`src/rtl/zpc_pkg.sv`:
```
// Shared types, constants and sizes for the zero padded kernel convolution.
`default_nettype none
package zpc_pkg;
    localparam int KDIM        = 5;
    localparam int MAX_COLS    = 1024;
    localparam int MAX_ROWS    = 1024;
    localparam int LAG         = KDIM - 1 - KDIM / 2;
    localparam int TAPS        = KDIM * KDIM;
    localparam int LANES       = KDIM - 1;
    localparam int DIM_W       = 11;
    localparam int COL_AW      = $clog2(MAX_COLS);
    localparam int PIX_W       = 8;
    localparam int COEF_W      = 16;
    localparam int IDX_W       = 5;
    localparam int PROD_W      = PIX_W + COEF_W;
    localparam int ROW_W       = PROD_W + $clog2(KDIM);
    localparam int ACC_W       = PROD_W + $clog2(TAPS);
    localparam int Q_DEPTH     = 4;
    localparam int Q_AW        = $clog2(Q_DEPTH);

    localparam logic [7:0] REG_IMAGE_ROWS = 8'd0;
    localparam logic [7:0] REG_IMAGE_COLS = 8'd1;

    typedef struct packed {
        logic                  is_load;
        logic [IDX_W-1:0]      coef_idx;
        logic [COEF_W-1:0]     coef_val;
        logic [PIX_W-1:0]      pix;
        logic [COL_AW-1:0]     addr;
        logic                  in_col;
        logic                  clr;
        logic [LANES-1:0]      mask;
        logic                  emit;
        logic                  eol;
        logic                  eof;
    } t_item;

    typedef struct packed {
        logic full;
        logic empty;
    } t_q_stat;
endpackage
`default_nettype wire

```
`src/rtl/zpc_front.sv`:
```
// Front end: raster position tracking, size registers and item classification.
`default_nettype none
module zpc_front
    import zpc_pkg::*;
(
    input  wire logic              i_clk,
    input  wire logic              i_rst_n,
    input  wire logic              i_cfg_valid,
    input  wire logic [7:0]        i_cfg_index,
    input  wire logic [DIM_W-1:0]  i_cfg_data,
    input  wire logic              i_accept,
    input  wire logic              i_mode,
    input  wire logic [PIX_W-1:0]  i_pix,
    input  wire logic [IDX_W-1:0]  i_idx,
    input  wire logic [COEF_W-1:0] i_coef,
    output t_item                  o_item,
    output logic                   o_push
);
    logic [DIM_W-1:0] r_rows, r_cols, n_rows, n_cols;
    logic [DIM_W-1:0] r_pr, r_pc, n_pr, n_pc;
    logic             pix_step;

    function automatic logic [DIM_W-1:0] eff(input logic [DIM_W-1:0] v, input int mx);
        logic [DIM_W-1:0] r;
        r = v;
        if (v == '0) r = DIM_W'(1);
        else if (v > DIM_W'(mx)) r = DIM_W'(mx);
        return r;
    endfunction

    assign pix_step = i_accept && !i_mode;

    always_comb begin
        n_rows = r_rows;
        n_cols = r_cols;
        n_pr   = r_pr;
        n_pc   = r_pc;
        if (i_cfg_valid && (i_cfg_index == REG_IMAGE_ROWS || i_cfg_index == REG_IMAGE_COLS)) begin
            if (i_cfg_index == REG_IMAGE_ROWS) n_rows = eff(i_cfg_data, MAX_ROWS);
            else n_cols = eff(i_cfg_data, MAX_COLS);
            n_pr = '0;
            n_pc = '0;
        end else if (pix_step) begin
            if (r_pc + DIM_W'(1) >= r_cols + DIM_W'(LAG)) begin
                n_pc = '0;
                n_pr = (r_pr + DIM_W'(1) >= r_rows + DIM_W'(LAG)) ? '0 : r_pr + DIM_W'(1);
            end else begin
                n_pc = r_pc + DIM_W'(1);
            end
        end
    end

    always_ff @(posedge i_clk) begin
        if (!i_rst_n) begin
            r_rows <= DIM_W'(MAX_ROWS);
            r_cols <= DIM_W'(MAX_COLS);
            r_pr   <= '0;
            r_pc   <= '0;
        end else begin
            r_rows <= n_rows;
            r_cols <= n_cols;
            r_pr   <= n_pr;
            r_pc   <= n_pc;
        end
    end

    always_comb begin
        o_item.is_load  = i_mode;
        o_item.coef_idx = i_idx;
        o_item.coef_val = i_coef;
        o_item.in_col   = r_pc < r_cols;
        o_item.pix      = (r_pr < r_rows && o_item.in_col) ? i_pix : '0;
        o_item.addr     = r_pc[COL_AW-1:0];
        o_item.clr      = r_pc == '0;
        for (int i = 0; i < LANES; i++) begin
            o_item.mask[i] = (r_pr + DIM_W'(i)) < DIM_W'(LANES);
        end
        o_item.emit = r_pr >= DIM_W'(LAG) && r_pc >= DIM_W'(LAG)
                      && (r_pr - DIM_W'(LAG)) < r_rows && (r_pc - DIM_W'(LAG)) < r_cols;
        o_item.eol  = r_pc == r_cols + DIM_W'(LAG - 1);
        o_item.eof  = o_item.eol && r_pr == r_rows + DIM_W'(LAG - 1);
        // drop loads to a position outside the kernel
        o_push = i_accept && (!i_mode || i_idx < IDX_W'(TAPS));
    end
endmodule
`default_nettype wire

```
`config.mk`:
```
export PLATFORM = sky130hd
export DESIGN_NAME = zpc_front
export DESIGN_NICKNAME = d
export VERILOG_FILES = /design/src/rtl/zpc_pkg.sv /design/src/rtl/zpc_front.sv
export SDC_FILE = /design/constraint.sdc
export NUM_CORES = 1
export LEC_CHECK = 0
export BUFFER_PORTS_ARGS = -buffer_cell sky130_fd_sc_hd__buf_4
export CORE_ASPECT_RATIO = 0.8
export CORE_MARGIN = 5
export CORE_UTILIZATION = 55
export CTS_CLUSTER_DIAMETER = 50
export DETAILED_ROUTE_END_ITERATION = 10
export GPL_TIMING_DRIVEN = 1
export PLACE_DENSITY = 0.8
export SLEW_MARGIN = 20
export SYNTH_ARGS = -nofsm -noshare
export SYNTH_HDL_FRONTEND = slang
export SYNTH_SLANG_ARGS = --single-unit
```
`constraint.sdc`:
```
create_clock -name i_clk -period 4.2 [get_ports i_clk]
set_clock_uncertainty 0.2 [all_clocks]
set_input_delay 0.84 -clock i_clk [delete_from_list [all_inputs] [get_ports i_clk]]
set_output_delay 0.84 -clock i_clk [all_outputs]
set_load 0.01 [all_outputs]
```
# Word level (Yosys, flattened, before mapping)
# Cells that the tools add are included.
# op_classes
n_bitwise,2
add_sub_neg,10
n_reduce_logical,18
eq_ne,3
n_mux,5
order_cmp,14
# ops
op,count
"adder 11 x 1 -> 11 bit, second input constant",4
"adder 11 x 2 -> 11 bit, second input constant",4
less-than comparator 11 bit,4
"less-than comparator 11 x 3 -> 1 bit, second input constant",4
2-to-1 mux 11 bit,4
== test 11 bit,2
>= comparator 11 bit,2
">= comparator 11 x 2 -> 1 bit, second input constant",2
logical NOT 11 bit,2
"subtractor 11 x 2 -> 11 bit, second input constant",2
"> comparator 11 bit, second input constant",1
"== test 8 x 1 -> 1 bit, second input constant",1
logical AND 1 bit,8
logical NOT 8 bit,1
2-to-1 mux 8 bit,1
AND reduction 2 bit,3
"less-than comparator 5 bit, second input constant",1
logical OR 1 bit,2
NOT 1 bit,2
OR reduction 2 bit,1
logical NOT 1 bit,1
# word_totals
regBits,44
input_bits,53
wordCells,56

# Logic depth before layout (Yosys ltp)
# logic_depth
word_depth,4
mapped_depth,14

# Worst setup path after synthesis
# OpenSTA, ideal clock, no wires.
# synth_path
path_type,reg-to-output
from,reg r_pc[2]
to,out o_item[2] in the netlist's numbering
t_arrival_ns,2.685
path_slack_ns,0.475
required_ns,3.160
n_path_buf,1
stages_incl_launch_ff,14
path_cell_list,dfxtp_1 -> buf_2 -> inv_1 -> ha_1 -> nor3b_1 -> nand2_1 -> or3_1 -> xnor2_1 -> ha_1 -> a21oi_1 -> o21ai_0 -> nor4_1 -> nand3_1 -> nor3_1
# synth_lines
element,line_no,rtl
from (decl),zpc_front.sv:20,"logic [DIM_W-1:0] r_pr, r_pc, n_pr, n_pc;"
from (signal assigned),zpc_front.sv:63,r_pc <= n_pc;
to (decl),zpc_front.sv:16,"output t_item o_item,"

==> metrics <==
Required @ worst endpoint 3160 ps; FF-to-FF setup slack 330 ps; Area Growth Syn to Fin 10.3%; clock latency on the worst-skew pair 290 ps; Critical Path Source r_pc[1]; worst path cell trace inv_2 -> ha_1 -> nor3b_4 -> nand2_1 -> or3_1 -> xnor2_1 -> ha_1 -> a21oi_1 -> o21ai_0 -> nor4_1 -> nand3_1 -> nor3_2 -> buf_4; CP most frequent cell ha_1; Psw 213 uW; GP Congestion around 0.94; PwrDens about 150 nW/um^2; DR DRC count 0; Vias 5,281; I/O pin count 103; biggest area consumer among synthesized cells ha_1; final hold vios 0; Fin Setup TNS 0 ps; Final Non-Filler Cells 864; actual slew at the worst max-slew pin 844 ps; Leak approximately 2.7 nW; synth warn 0; # port buffers 70; Place WS roughly 340 ps; Reg clk slew, reported paths 60 ps; max-cap violations 0; die area 12,100 sq um; cts hold-fix bufs 0; endpoint class of the critical path output pin; ys async rst share 0%; htree depth 2; chip width 122 microns; clock sinks 44; Initial DRC Count 359; Worst Hold Class reg -> reg; grt met3 use approximately 4.4%; f_max roughly 250 MHz; GRT met2 Usage approximately two fifths; reg2reg path depth 12; Most Crowded Layer GR met2; fillcell total around 850; first-pass GRT wire length around 24,000 microns; Mean Syn Cell Area 7.76 sq um; synth top area cells ha_1, dfxtp_1, xnor2_1, buf_4, xor2_1; post-detailed-routing wire length ~15,000 microns; GRT Util Overall 24.1%; Vias/cell slightly above 6; final setup margin 266 ps; Clock Power Share 42.4%; FF+latch count, synth 44; Syn Nets 838; Synth Flop Type dfxtp_1; number of flops mapped to enable cells by yosys 0; critical path class reg -> out; GR Overflow Total 0; sw frac 22.9%; WL/cell 17.4 microns; maximum vdd drop 0.150 mV; largest net degree at the start of global routing 25; FF-to-FF Start r_pr[1]; Comb pwr share 12.3%; Crit Path Max Fanout 4; Final Max Slew Viols 0; Die H 99.3 microns; critical path's slowest cell or3_1; Tmin final 3930 ps; library cells used by synthesis 64; startpoint types flop; FP Rows 32; status completed; sequential share of power 45.3%; Pint 714 uW; first-pass iteration count of the detailed router 5; placed cell count 855; Routed Antenna Nets 0; antenna violations before repair 0; DP HPWL 11,900 microns; clk root buf clkbuf_16; Area after DPL 5870 sq um; Synth top area share 18.0%; # nets final approximately 860; ANT cells 0; clock buffer depth 2; Pwr Total 927 uW; CP endpoint o_item[2]; Syn Inst Count 706; FF-to-FF End r_pr[4]; endpoints failing setup 0; Slew headroom 42.2%; core area 9690 sq um; share of cells above drive strength 1 15.0%; Post-Layout Inst Area between 6000 and 7000 sq um; met1 usage 32.5%; Initial Util 56.5%; Data arrival, critical path 2890 ps; vias in the first global route 5,062; max incr delay on CP approximately 350 ps; unrepaired setup endpoints after global routing false; Syn Std Cell Area 5480 sq um; TritonCTS Buffers 5; Tcrit/Tclk final about 94%; Seq/Total Area, Yosys 16.1%; CTS tree yes
-- synth_stat cells, types with 4 or more instances --
cell type	n
ha_1	79
nor2_1	52
xnor2_1	47
inv_1	45
dfxtp_1	44
nand2_1	43
nor2b_1	37
buf_4	34
a21oi_1	29
xor2_1	29
nand3_1	28
o21ai_0	24
clkbuf_1	23
mux2i_1	21
nor4_1	18
nor3_1	16
nand4_1	13
a21o_1	9
buf_2	9
o211ai_1	8
a22o_1	7
a31oi_1	7
or3_1	7
and3_1	6
a32o_1	5
and2_1	5
a2111oi_0	4
buf_1	4
-- flip-flops by register name, summed over array words and instances, names as in the netlist --
| register | flops |
|---|---|
| r_pc | 11 |
| r_cols | 11 |
| r_rows | 11 |
| r_pr | 11 |
-- worst max-delay path: cells and delay by family (launching register included) --
family | cells | cell delay [ps]
AO/OA/AOI/OAI | 2 | 220
XOR/XNOR | 1 | 140
adder cells (fa/ha/maj) | 2 | 510
buffers and inverters | 2 | 230
flip-flops | 1 | 320
AND/OR/NAND/NOR | 6 | 1200
-- placed cells by master, fill, tap and decap left out, types with 8 or more instances in the layout --
cell type / n
buf_4: 85
ha_1: 79
nor2_1: 52
xnor2_1: 47
dfxtp_1: 44
inv_1: 43
nand2_1: 43
nor2b_1: 37
xor2_1: 29
a21oi_1: 29
nand3_1: 28
o21ai_0: 24
mux2i_1: 21
nor4_1: 18
nor3_1: 15
nand4_1: 13
a21o_1: 9
o211ai_1: 8
-- cell type report --
cell class                 instances  area [sq um]  area share [%]
tap                              136           170            2.82
clock buffer                       8           146            2.42
timing repair buffer              85           638            10.6
sequential                        44           881            14.6
multi-input combinational        545          4040            66.8
inverter                          46           173            2.86
-- kinds of logic (layout without fill, tap and decap cells) --
| kind of cell | after synthesis | in the layout | synth area share (%) |
|---|---|---|---|
| compound gates | 124 | 124 | 15.3 |
| xor+xnor | 77 | 77 | 12.4 |
| mux | 22 | 22 | 4.04 |
| fa+ha+maj | 79 | 79 | 18.0 |
| buf+inv | 117 | 139 | 10.7 |
| simple gates | 243 | 243 | 23.5 |
| flops | 44 | 44 | 16.1 |
-- power groups by stage --
| stage | sequential (mW) | combinational (mW) | clock, mW |
|---|---|---|---|
| after floorplan | 0.429 | 0.0749 | 0 |
| after global placement | 0.429 | 0.109 | 0 |
| after detailed placement | 0.429 | 0.113 | 0 |
| after CTS | 0.420 | 0.113 | 0.392 |
| after global routing | 0.420 | 0.124 | 0.415 |
| final | 0.420 | 0.114 | 0.393 |
-- worst min-delay path by stage --
stage | start | endpoint | slack [ps] | cells past startpoint
after detailed placement | r_rows[9] | r_rows[9] | 370 | 2
after floorplan | r_cols[10] | r_cols[10] | 330 | 2
final | r_rows[9] | r_rows[9] | 370 | 2
after CTS | r_rows[9] | r_rows[9] | 370 | 2
after global placement | r_rows[9] | r_rows[9] | 350 | 2
after global routing | r_cols[9] | r_cols[9] | 410 | 2
-- per-layer routing --
layer / vias up / routed length (microns)
met1: 2446 / 6310
met5: - / 0
met2: 309 / 6630
met4: 0 / 316
li1: 2491 / -
met3: 35 / 1740
-- through the flow --
stage	hold WS [ps]	utilization, %
CTS	374	62.1
floorplan	331	-
global route	411	62.4
detailed placement	371	60.6
finish	372	62.4
global placement	350	60.6
-- timing repair --
action                                  in CTS  in global routing
endpoints found under the setup margin       0                  9
buffers inserted                             0                  1
gates resized for setup                      0                  7
Power figures use the tool's default switching activity.
