### src/rtl/zpc_pkg.sv
// Shared types, constants and sizes for the zero padded kernel convolution.
`default_nettype none
package zpc_pkg;
    localparam int KDIM        = 5;
    localparam int MAX_COLS    = 1024;
    localparam int MAX_ROWS    = 1024;
    localparam int LAG         = KDIM - 1 - KDIM / 2;
    localparam int TAPS        = KDIM * KDIM;
    localparam int LANES       = KDIM - 1;
    localparam int DIM_W       = 11;
    localparam int COL_AW      = $clog2(MAX_COLS);
    localparam int PIX_W       = 8;
    localparam int COEF_W      = 16;
    localparam int IDX_W       = 5;
    localparam int PROD_W      = PIX_W + COEF_W;
    localparam int ROW_W       = PROD_W + $clog2(KDIM);
    localparam int ACC_W       = PROD_W + $clog2(TAPS);
    localparam int Q_DEPTH     = 4;
    localparam int Q_AW        = $clog2(Q_DEPTH);

    localparam logic [7:0] REG_IMAGE_ROWS = 8'd0;
    localparam logic [7:0] REG_IMAGE_COLS = 8'd1;

    typedef struct packed {
        logic                  is_load;
        logic [IDX_W-1:0]      coef_idx;
        logic [COEF_W-1:0]     coef_val;
        logic [PIX_W-1:0]      pix;
        logic [COL_AW-1:0]     addr;
        logic                  in_col;
        logic                  clr;
        logic [LANES-1:0]      mask;
        logic                  emit;
        logic                  eol;
        logic                  eof;
    } t_item;

    typedef struct packed {
        logic full;
        logic empty;
    } t_q_stat;
endpackage
`default_nettype wire

### src/rtl/zpc_fifo.sv
// Short item queue between the front end and the convolution back end.
`default_nettype none
module zpc_fifo
    import zpc_pkg::*;
(
    input  wire logic  i_clk,
    input  wire logic  i_rst_n,
    input  wire logic  i_push,
    input  wire t_item i_item,
    input  wire logic  i_pop,
    output t_item      o_head,
    output t_q_stat    o_stat
);
    t_item           r_mem [Q_DEPTH];
    logic [Q_AW-1:0] r_wp, r_rp;
    logic [Q_AW:0]   r_cnt;

    assign o_head       = r_mem[r_rp];
    assign o_stat.full  = r_cnt == (Q_AW+1)'(Q_DEPTH);
    assign o_stat.empty = r_cnt == '0;

    always_ff @(posedge i_clk) begin
        if (i_push) r_mem[r_wp] <= i_item;
    end

    always_ff @(posedge i_clk) begin
        if (!i_rst_n) begin
            r_wp  <= '0;
            r_rp  <= '0;
            r_cnt <= '0;
        end else begin
            if (i_push) r_wp <= r_wp + Q_AW'(1);
            if (i_pop)  r_rp <= r_rp + Q_AW'(1);
            r_cnt <= r_cnt + (Q_AW+1)'(i_push) - (Q_AW+1)'(i_pop);
        end
    end
endmodule
`default_nettype wire

### config.mk
export PLATFORM = sky130hd
export DESIGN_NAME = zpc_fifo
export DESIGN_NICKNAME = d
export VERILOG_FILES = /design/src/rtl/zpc_pkg.sv /design/src/rtl/zpc_fifo.sv
export SDC_FILE = /design/constraint.sdc
export NUM_CORES = 1
export LEC_CHECK = 0
export BUFFER_PORTS_ARGS = -buffer_cell sky130_fd_sc_hd__buf_2
export CAP_MARGIN = 20
export CORE_MARGIN = 5
export CORE_UTILIZATION = 54
export CTS_CLUSTER_SIZE = 8
export DETAILED_ROUTE_END_ITERATION = 16
export PLACE_DENSITY = 0.74
export SLEW_MARGIN = 20
export SYNTH_ARGS = -nofsm -noshare
export SYNTH_HDL_FRONTEND = slang
export SYNTH_SLANG_ARGS = --single-unit
### constraint.sdc
create_clock -name i_clk -period 3 [get_ports i_clk]
set_clock_uncertainty 0.15 [all_clocks]
set_input_delay 0.45 -clock i_clk [delete_from_list [all_inputs] [get_ports i_clk]]
set_output_delay 0.45 -clock i_clk [all_outputs]
set_load 0.03 [all_outputs]
---- Yosys cells after proc, flatten, opt, wreduce, memory -nomap -nowiden ----
Memory sizes are Yosys's and may differ from the RTL's. A register that Yosys moved wholly into a read port is not among the register bits.
Index checks and enable logic that the tools add are counted.
storage, ports and cells
  register bits after elaboration ......... 7
  bits in writable memories ............... 196
  input bits .............................. 53
  output and inout bits ................... 51
  memories ................................ 1
memory list
  name   words  bits a word  rd ports  clocked after memory_dff  wr ports  line            text
  r_mem  4      49           1         1                         1         zpc_fifo.sv:14  t_item r_mem [Q_DEPTH];
cells by class
  add/sub/neg operators ................... 4
  eq/ne operators ......................... 1
  muxes and demuxes ....................... 4
  reductions and logical operators ........ 1
operators by type and width
  operator             number
  $add 2x1->2 const B  2
  $mux 2               2
  $add 3x1->3          1
  $eq 3x3->1 const B   1
  $logic_not 3->1      1
  $sub 3x1->3          1
  $mux 1               2

---- Longest topological paths before layout ----
Gate-level depths: netlist of the first run.
  depth after elaboration ................. 3
  mapped depth ............................ 7

---- Least setup slack after synthesis of the first run ----
No wires, ideal clock.
  kind .................................... register to register
  start point ............................. register r_wp[0]
  end point ............................... memory r_mem[2][0] (netlist name), enable pin
  data arrival time ....................... 1.712 ns
  required time ........................... 2.439 ns
  setup slack ............................. 0.726 ns
  cell stages (with the launch flop) ...... 4
  path buffers ............................ 0
  clock period less this slack ............ 2.274 ns
  cells stage by stage .................... dfxtp_1 > inv_1 > ha_1 > and2_1
RTL lines
  what                    line            text
  from (decl)             zpc_fifo.sv:15  logic [Q_AW-1:0] r_wp, r_rp;
  from (signal assigned)  zpc_fifo.sv:32  if (i_push) r_wp <= r_wp + Q_AW'(1);
  to (decl)               zpc_fifo.sv:14
No word-level cell before the write port.

==> impl_metrics.py, run 1 <==
metrics = {
    "outcome": {
        "status": "complete, no violations",
    },
    "timing": {
        "worst_pin_slew_ns": 0.5564,
        "fin_crit_ns": 2.596,
        "slew_viol_final": 0,
        "timing.final.ws_setup_ns": 0.4036,
        "rsz0062_at_grt": "no",
        "setup_tns_ns": 0,
        "hold_viol": 0,
        "post-route-period-util_pct": 86.55,
        "setup_viol": 0,
        "max_freq_ghz": 0.3852,
        "max-slew-margin-rel_pct": 62.91,
    },
    "logic_synthesis": {
        "synth.distinct_cells": 22,
        "syn_nets": 359,
        "synthCells": 299,
        "synth-xor-area-share_pct": 0.5480,
        "synthFlopType": "edfxtp_1",
        "synth_top_area_share_pct": 78.11,
        "synth_seq_area_share_pct": 80.50,
        "synth_common_cells": "edfxtp_1, mux4_2, dfxtp_1, inv_1",
        "synthSimpleGateAreaFrac_pct": 0.9963,
        "synth_area_leaders": "edfxtp_1, mux4_2, dfxtp_1, ha_1, mux4_1",
        "synth_edf_count": 196,
        "synth_mux_area_share_pct": 14.88,
        "ys_ff_latch": 205,
        "async_flop_share_pct": 0,
        "avgSynthCellArea_um2": 25.20,
        "synth_fa_ha_area_share_pct": 1.262,
        "synth_compound_area_share_pct": 0.1993,
        "netlist_area_um2": 7535,
        "synth_top_cell_by_area": "edfxtp_1",
        "synth_most_common_cell": "edfxtp_1",
        "synth_top_family_by_area": "multiplexers",
        "ys_warn_count": 0,
    },
    "floorplanning": {
        "io_pins": 104,
        "die-area_um2": 16420,
        "floorplan.initialDensity_pct": 54.71,
        "die_w_um": 128.1,
        "core_area_um2": 13770,
        "die_y_um": 128.1,
        "rows": 43,
    },
    "routing": {
        "drc_errors": 0,
        "drtIter0Drc": 226,
        "vias": 3643,
        "drt_wl_total_um": 13880,
        "detail-route-antenna-nets": 0,
        "routed_via_density": 5.357,
        "detail_route.first_pass.iterations": 4,
        "wl_per_cell_um": 20.41,
    },
    "placement": {
        "hpwl_um": 8236,
        "globalplace.congestion": 0.7053,
        "io_buffers": 103,
        "pre_cts_ws_ns": 0.8668,
        "dpl_cell_area_um2": 8368,
    },
    "cts": {
        "ctsResizeCount": 0,
        "cts_tree": "yes",
        "root_buffer": "clkbuf_16",
        "cts_max_path_buffers": 3,
        "hold_buffers": 42,
        "clock-sinks": 205,
        "clock_latency_ns": 0.51,
        "cts_setup_buffers": 0,
        "numCtsBuffers": 29,
        "clkTransAtPathRegs_ns": 0.05,
        "htree_num_levels": 1,
    },
    "flow_run": {
        "max-cap-violations": 0,
    },
    "final_layout": {
        "syn_to_final_growth_pct": 27.63,
        "fillers": 887,
        "register_area_um2": 6071,
        "nNetsFinal": 536,
        "drive_above_1_share_pct": 40.08,
        "final_area_um2": 9617,
        "multi_input_area_um2": 1353,
    },
    "setup_path": {
        "path_class": "flop to primary output",
        "crit_slowest_cell": "dfxtp_2",
        "critical_path_required_ns": 2.40,
        "cpPeakStageDelay_ns": 0.65,
        "critical_path.cell_chain": "buf_12 -> mux4_2 -> buf_2",
        "path_max_fanout": 27,
        "crit_family": "flip-flops",
        "crit_arrival_ns": 2.00,
        "startpoint_type": "flop",
        "endpoint_kind": "primary output",
        "cp_num_buf_inv": 2,
    },
    "global_route": {
        "antenna_found_initial": 1,
        "grt_pass1_vias": 3940,
        "grt_usage_pct": 17.20,
        "grt_max_degree": 33,
        "grt_first_pass_wirelength_um": 21650,
        "gr-total-overflow": 0,
    },
    "power": {
        "power_frac_clock_pct": 40.9,
        "p_int_mw": 5.446,
        "leakage_nw": 3.353,
        "p_switching_mw": 1.638,
        "sw_frac_of_total_pct": 23.12,
        "pwr-share-comb_pct": 11.9,
        "power_density_nw_per_um2": 736.6,
        "power_frac_seq_pct": 47.2,
        "p_total_mw": 7.083,
        "worst_ir_drop_vdd_v": 0.0005241,
    },
    "worst_hold_path": {
        "hold_path.class": "input pin to flop",
    },
}
[per-layer routing]
layer / GRT usage (%) / routed length [um] / vias to the layer above / share of wire (%)
met2: 28.22 / 6941 / 133 / 50
met4: 4.557 / 277 / 0 / 2.0
li1: - / - / 1628 / -
met3: 4.417 / 1002 / 26 / 7.2
met1: 23.34 / 5658 / 1856 / 41
met5: 0 / 0 / - / 0
[final cells by class]
cell class | count | area share [%]
flip-flops and latches | 205 | 63.13
multi-input cells | 76 | 14.06
repair buffers | 157 | 11.58
clock buffers | 52 | 8.444
well taps | 180 | 2.342
inverters | 7 | 0.2732
clock inverters | 2 | 0.1431
diodes | 1 | 0.02602
[power by group through the flow]
stage | Combinational, mW | Sequential (mW) | Clock [mW]
floorplan | 0.564 | 3.38 | 0
global placement | 0.802 | 3.39 | 0
detailed placement | 0.813 | 3.40 | 0
CTS | 0.861 | 3.34 | 2.96
global route | 0.906 | 3.35 | 3.10
finish | 0.845 | 3.34 | 2.89
[state kept, by name, summed over array words and instances, names as in the netlist, named ones only]
signal and flops:
r_cnt 3, r_rp 2, r_wp 2, r_mem 196
[logic make-up (layout without fill, tap and decap cells)]
family / Yosys count / after routing
simple gates: 14 / 14
compound gates: 2 / 2
flops: 205 / 205
other cells: 0 / 1
buf+inv: 18 / 218
fa+ha+maj: 7 / 7
mux: 50 / 50
xor+xnor: 3 / 3
[layout by cell type, fill, tap and decap left out]
cell / n
edfxtp_1: 196
buf_2: 103
mux4_2: 47
dlygate4sd3_1: 42
clkbuf_16: 29
clkbuf_1: 23
inv_1: 7
buf_12: 7
dfxtp_1: 7
ha_1: 6
nor2_1: 5
buf_4: 5
and2_2: 4
mux4_1: 2
and2_1: 2
xnor2_1: 2
diode_2: 1
nor3_1: 1
and3_1: 1
a21bo_2: 1
nand3b_1: 1
a21oi_1: 1
mux2i_1: 1
xor3_1: 1
fa_1: 1
dfxtp_4: 1
dfxtp_2: 1
inv_6: 1
clkinv_2: 1
[metrics by stage]
step / util [%] / std cells / hold slack (ns)
after global routing: 69.82 / 680 / 0.004686
final: 69.82 / 680 / 0.01755
after global placement: 60.76 / 583 / 0.3854
after floorplan: - / 299 / 0.3493
after detailed placement: 60.76 / 583 / 0.4023
after CTS: 69.80 / 679 / 0.001146
[path summary, 6_finish.rpt]
kind	startpoint	to	slack, ns	depth (start not counted)
setup / recovery	flop	o_head[7]	0.40	3
hold / removal	i_item[38]	r_mem[2][38]	0.02	1
setup reg to reg	r_cnt[0]	r_cnt[2]	1.09	7
hold reg to reg	r_rp[0]	flop	0.39	2
Power figures use the tool's default switching activity.
==> run 2: changes to the inputs <==
--- a/config.mk
+++ b/config.mk
@@ -8,10 +8,10 @@
 export BUFFER_PORTS_ARGS = -buffer_cell sky130_fd_sc_hd__buf_2
 export CAP_MARGIN = 20
 export CORE_MARGIN = 5
-export CORE_UTILIZATION = 54
+export CORE_UTILIZATION = 45
 export CTS_CLUSTER_SIZE = 8
 export DETAILED_ROUTE_END_ITERATION = 16
-export PLACE_DENSITY = 0.74
+export PLACE_DENSITY = 0.63
 export SLEW_MARGIN = 20
 export SYNTH_ARGS = -nofsm -noshare
 export SYNTH_HDL_FRONTEND = slang
==> impl_metrics.py, run 2 (synthesis gave the netlist of run 1 again) <==
metrics = {
    "setup_path": {
        "crit_slowest_cell": "mux4_2",
        "critical_path.cell_chain": "buf_12 -> mux4_2 -> buf_2",
        "endpoint_kind": "primary output",
        "startpoint_type": "flop",
        "cpPeakStageDelay_ns": 0.57,
        "path_class": "flop to primary output",
        "r2r_cells": 7,
        "critical_path_required_ns": 2.40,
        "cp_num_buf_inv": 2,
        "crit_arrival_ns": 2.08,
        "path_max_fanout": 29,
        "crit_cells": 3,
        "crit_family": "multiplexers",
    },
    "power": {
        "leakage_nw": 3.250,
        "power_density_nw_per_um2": 743.4,
        "worst_ir_drop_vdd_v": 0.0004180,
    },
    "global_route": {
        "grt_max_degree": 50,
        "grt_usage_pct": 14.04,
        "gr-total-overflow": 0,
        "antenna_found_initial": 0,
        "grt_first_pass_wirelength_um": 21470,
        "grt_pass1_vias": 3960,
    },
    "final_layout": {
        "multi_input_area_um2": 1353,
        "fillers": 1255,
        "final_cell_mix": "edfxtp_1, buf_2, mux4_2",
        "syn_to_final_growth_pct": 25.16,
        "register_area_um2": 6071,
        "nNetsFinal": 515,
        "final_common_cell": "edfxtp_1",
        "final_util_pct": 57.07,
        "diodes": 0,
        "largest_register_ffs": 196,
        "reg_top3": "r_mem: 196 flops, r_cnt: 3 flops",
        "regMostFlops": "r_mem",
        "drive_above_1_share_pct": 40.88,
    },
    "floorplanning": {
        "die-area_um2": 19430,
        "io_pins": 104,
        "core_area_um2": 16520,
        "rows": 47,
        "die_y_um": 139.4,
        "die_w_um": 139.4,
        "floorplan.initialDensity_pct": 45.60,
    },
    "timing": {
        "setup_viol": 0,
        "timing.final.ws_setup_ns": 0.3163,
        "max-slew-margin-rel_pct": 73.20,
        "fin_crit_ns": 2.684,
        "rsz0062_at_grt": "no",
        "max_freq_ghz": 0.3726,
        "slew_viol_final": 0,
        "hold_viol": 0,
        "holdWs_ns": 0.01552,
        "post-route-period-util_pct": 89.46,
        "worst_pin_slew_ns": 0.4020,
        "setup_tns_ns": 0,
    },
    "cts": {
        "clkTransAtPathRegs_ns": 0.05,
        "numCtsBuffers": 29,
        "root_buffer": "clkbuf_16",
        "cts_tree": "yes",
        "cts_setup_buffers": 0,
        "cts_max_path_buffers": 3,
        "ctsResizeCount": 0,
        "htree_num_levels": 1,
        "clock_latency_ns": 0.50,
        "clock-sinks": 205,
        "hold_buffers": 25,
    },
    "routing": {
        "drc_errors": 0,
        "drt_wl_total_um": 13390,
        "routed_via_density": 5.017,
        "detail-route-antenna-nets": 0,
        "drtIter0Drc": 161,
        "vias": 3497,
        "wl_per_cell_um": 19.21,
        "detail_route.first_pass.iterations": 4,
    },
    "outcome": {
        "status": "complete, no violations",
    },
    "worst_hold_path": {
        "hold_path.class": "input pin to flop",
        "worst_hold_path.num_cells": 1,
    },
    "placement": {
        "hpwl_um": 7689,
        "io_buffers": 103,
        "pre_cts_ws_ns": 0.8052,
        "globalplace.congestion": 0.6512,
    },
    "flow_run": {
        "max-cap-violations": 0,
    },
}
run 2: changes by cell type in the layout (fill, tap and decap cells not counted), sizes merged:
cell	change
dlygate4sd3	-17
buf	-4
diode	-1
inv	-1
run 2: report_power, final:
| group | internal, mW | switching (mW) | total [mW] |
|---|---|---|---|
| logic | 0.326 | 0.484 | 0.811 |
| registers | 3.30 | 0.0497 | 3.35 |
| clock network | 1.79 | 1.06 | 2.85 |
run 2: final cells by class:
| type | count | area share, % |
|---|---|---|
| Sequential cell | 205 | 64.38 |
| Multi-Input combinational cell | 76 | 14.34 |
| Timing Repair Buffer | 136 | 9.420 |
| Clock buffer | 52 | 8.611 |
| Tap cell | 220 | 2.919 |
| Inverter | 7 | 0.2786 |
| Clock inverter | 1 | 0.05307 |
run 2: layer usage:
metal / global-route usage [%] / part of all wire [%] / up-vias
met2: 23.82 / 50 / 97
met4: 3.656 / 1.5 / 0
li1: - / - / 1587
met5: 0 / 0 / -
met3: 3.499 / 6.3 / 20
met1: 18.34 / 42 / 1793
run 2: path summary, 6_finish.rpt:
check | from | end | slack (ns)
setup reg to reg | r_cnt[0] | r_cnt[2] | 1.08
hold reg to reg | r_rp[0] | flop | 0.38
hold / removal | i_item[42] | r_mem[3][42] | 0.02
setup / recovery | flop | o_head[7] | 0.32
run 2: stage by stage:
| step | area (um^2) | power [mW] | cells |
|---|---|---|---|
| finish | 9430 | 7.010 | 697 |
| global route | 9430 | 7.311 | 697 |
| CTS | 9430 | 7.109 | 697 |
| detailed placement | 8363 | 4.202 | 619 |
| global placement | 8363 | 4.186 | 619 |
| floorplan | 7535 | 3.945 | 299 |
==> run 3: changes to the inputs <==
--- a/config.mk
+++ b/config.mk
@@ -7,11 +7,13 @@
 export LEC_CHECK = 0
 export BUFFER_PORTS_ARGS = -buffer_cell sky130_fd_sc_hd__buf_2
 export CAP_MARGIN = 20
-export CORE_MARGIN = 5
+export CORE_MARGIN = 2
 export CORE_UTILIZATION = 45
 export CTS_CLUSTER_SIZE = 8
 export DETAILED_ROUTE_END_ITERATION = 16
 export PLACE_DENSITY = 0.63
+export RECOVER_POWER = 50
+export SETUP_SLACK_MARGIN = 0.1
 export SLEW_MARGIN = 20
 export SYNTH_ARGS = -nofsm -noshare
 export SYNTH_HDL_FRONTEND = slang
==> impl_metrics.py, run 3 (synthesis gave the netlist of run 1 again) <==
metrics = {
    "timing": {
        "setup_viol": 0,
        "rsz0062_at_grt": "no",
        "fin_crit_ns": 2.679,
        "setup_tns_ns": 0,
        "slew_viol_final": 0,
        "max_freq_ghz": 0.3733,
        "hold_viol": 0,
        "worst_pin_slew_ns": 1.455,
        "post-route-period-util_pct": 89.30,
        "max-slew-margin-rel_pct": 2.967,
    },
    "routing": {
        "vias": 3566,
        "wl_met2_um": 6719,
        "wl_met3_um": 670,
        "drc_errors": 0,
        "detail-route-antenna-nets": 0,
        "routed_via_density": 4.974,
        "drtIter0Drc": 256,
        "detail_route.first_pass.iterations": 4,
        "drt_wl_total_um": 13570,
        "met1Wirelength_um": 5918,
        "wl_per_cell_um": 18.92,
        "top_layer": "met4",
    },
    "cts": {
        "clock-sinks": 205,
        "cts_tree": "yes",
        "htree_num_levels": 1,
        "clock_latency_ns": 0.50,
        "root_buffer": "clkbuf_16",
        "ctsResizeCount": 0,
        "cts_max_path_buffers": 3,
        "clkTransAtPathRegs_ns": 0.05,
        "numCtsBuffers": 29,
    },
    "floorplanning": {
        "core_area_um2": 16470,
        "floorplan.initialDensity_pct": 45.76,
        "die-area_um2": 17790,
        "die_y_um": 133.4,
        "die_w_um": 133.4,
        "rows": 47,
        "io_pins": 104,
    },
    "final_layout": {
        "fillers": 1275,
        "syn_to_final_growth_pct": 26.29,
        "register_area_um2": 6071,
        "reg_top3": "r_mem: 196 flops, r_cnt: 3 flops",
        "multi_input_area_um2": 1351,
        "final_common_cell": "edfxtp_1",
        "drive_above_1_share_pct": 29.98,
        "final_util_pct": 57.79,
        "nNetsFinal": 534,
        "final_cell_mix": "edfxtp_1, clkbuf_1, buf_2",
        "stdcell_count": 717,
        "diodes": 0,
        "regMostFlops": "r_mem",
        "largest_register_ffs": 196,
    },
    "setup_path": {
        "crit_slowest_cell": "mux4_2",
        "path_class": "flop to primary output",
        "path_max_fanout": 30,
        "ff2ff_setup_slack_ns": 0.70,
        "startpoint_type": "flop",
        "crit_arrival_ns": 2.08,
        "endpoint_kind": "primary output",
        "timing.rr.start": "r_wp[0]",
        "critical_path.cell_chain": "buf_12 -> mux4_2 -> buf_2",
        "cpPeakStageDelay_ns": 0.55,
        "cp_num_buf_inv": 2,
        "crit_family": "multiplexers",
        "critical_path_required_ns": 2.40,
    },
    "worst_hold_path": {
        "worstHoldStart": "i_item[8]",
        "hold_path.class": "input pin to flop",
    },
    "global_route": {
        "gr-total-overflow": 0,
        "grt_pass1_vias": 3870,
        "grt_max_degree": 50,
        "grt_usage_pct": 15.69,
        "grt_first_pass_wirelength_um": 21290,
        "antenna_found_initial": 0,
    },
    "placement": {
        "placedCellCount": 623,
        "io_buffers": 103,
        "hpwl_um": 8075,
        "globalplace.congestion": 0.6427,
    },
    "power": {
        "p_total_mw": 7.035,
        "leakage_nw": 3.187,
        "worst_ir_drop_vdd_v": 0.0004278,
        "power_density_nw_per_um2": 739.3,
    },
    "outcome": {
        "status": "complete, no violations",
    },
    "flow_run": {
        "max-cap-violations": 0,
    },
}
run 3: final timing paths:
path / to / cells after the start
worst max-delay path: o_head[7] / 3
worst min-delay path: r_mem[2][8] / 1
worst max register to register: r_mem[3][28] / 3
worst min register to register: flop / 2
run 3: metrics by stage:
step / area (um^2) / hold WS (ns) / setup WS [ns]
6_report: 9515 / 0.08837 / 0.3209
3_5_place_dp: 8368 / 0.3765 / 0.8200
5_1_grt: 9515 / 0.07831 / 0.2007
3_3_place_gp: 8368 / 0.3563 / 0.8238
2_1_floorplan: 7535 / 0.3493 / 0.7264
4_1_cts: 9594 / 0.004352 / 0.2569
run 3: metal layers:
metal,track usage [%],vias to the layer above
li1,-,1624
met1,20.75,1827
met2,26.43,95
met5,0,-
met3,3.501,20
met4,4.669,0
run 3: area by class of cell:
type / instances / share of cell area, %
inverters: 7 / 0.2761
clock inverters: 2 / 0.1446
well taps: 220 / 2.893
flip-flops and latches: 205 / 63.80
multi-input cells: 76 / 14.20
clock buffers: 52 / 8.534
repair buffers: 155 / 10.15
run 3: power by group:
group | internal (mW) | switching [mW]
Sequential | 3.30 | 0.0500
Clock | 1.80 | 1.08
Combinational | 0.326 | 0.488
Total | 5.42 | 1.61
run 3: what timing repair did:
| item | in CTS | in global routing |
|---|---|---|
| hold buffers | 40 | 0 |
| buffers inserted | 0 | 0 |
| endpoints found under the setup margin | 0 | 0 |
| hold endpoints to repair | 153 | 0 |
run 3: worst register-to-register path: stages (launching register included):
cell	delay, ns
dfxtp_1	0.39
ha_1	0.16
and2_2	0.13
clkbuf_2	1.06
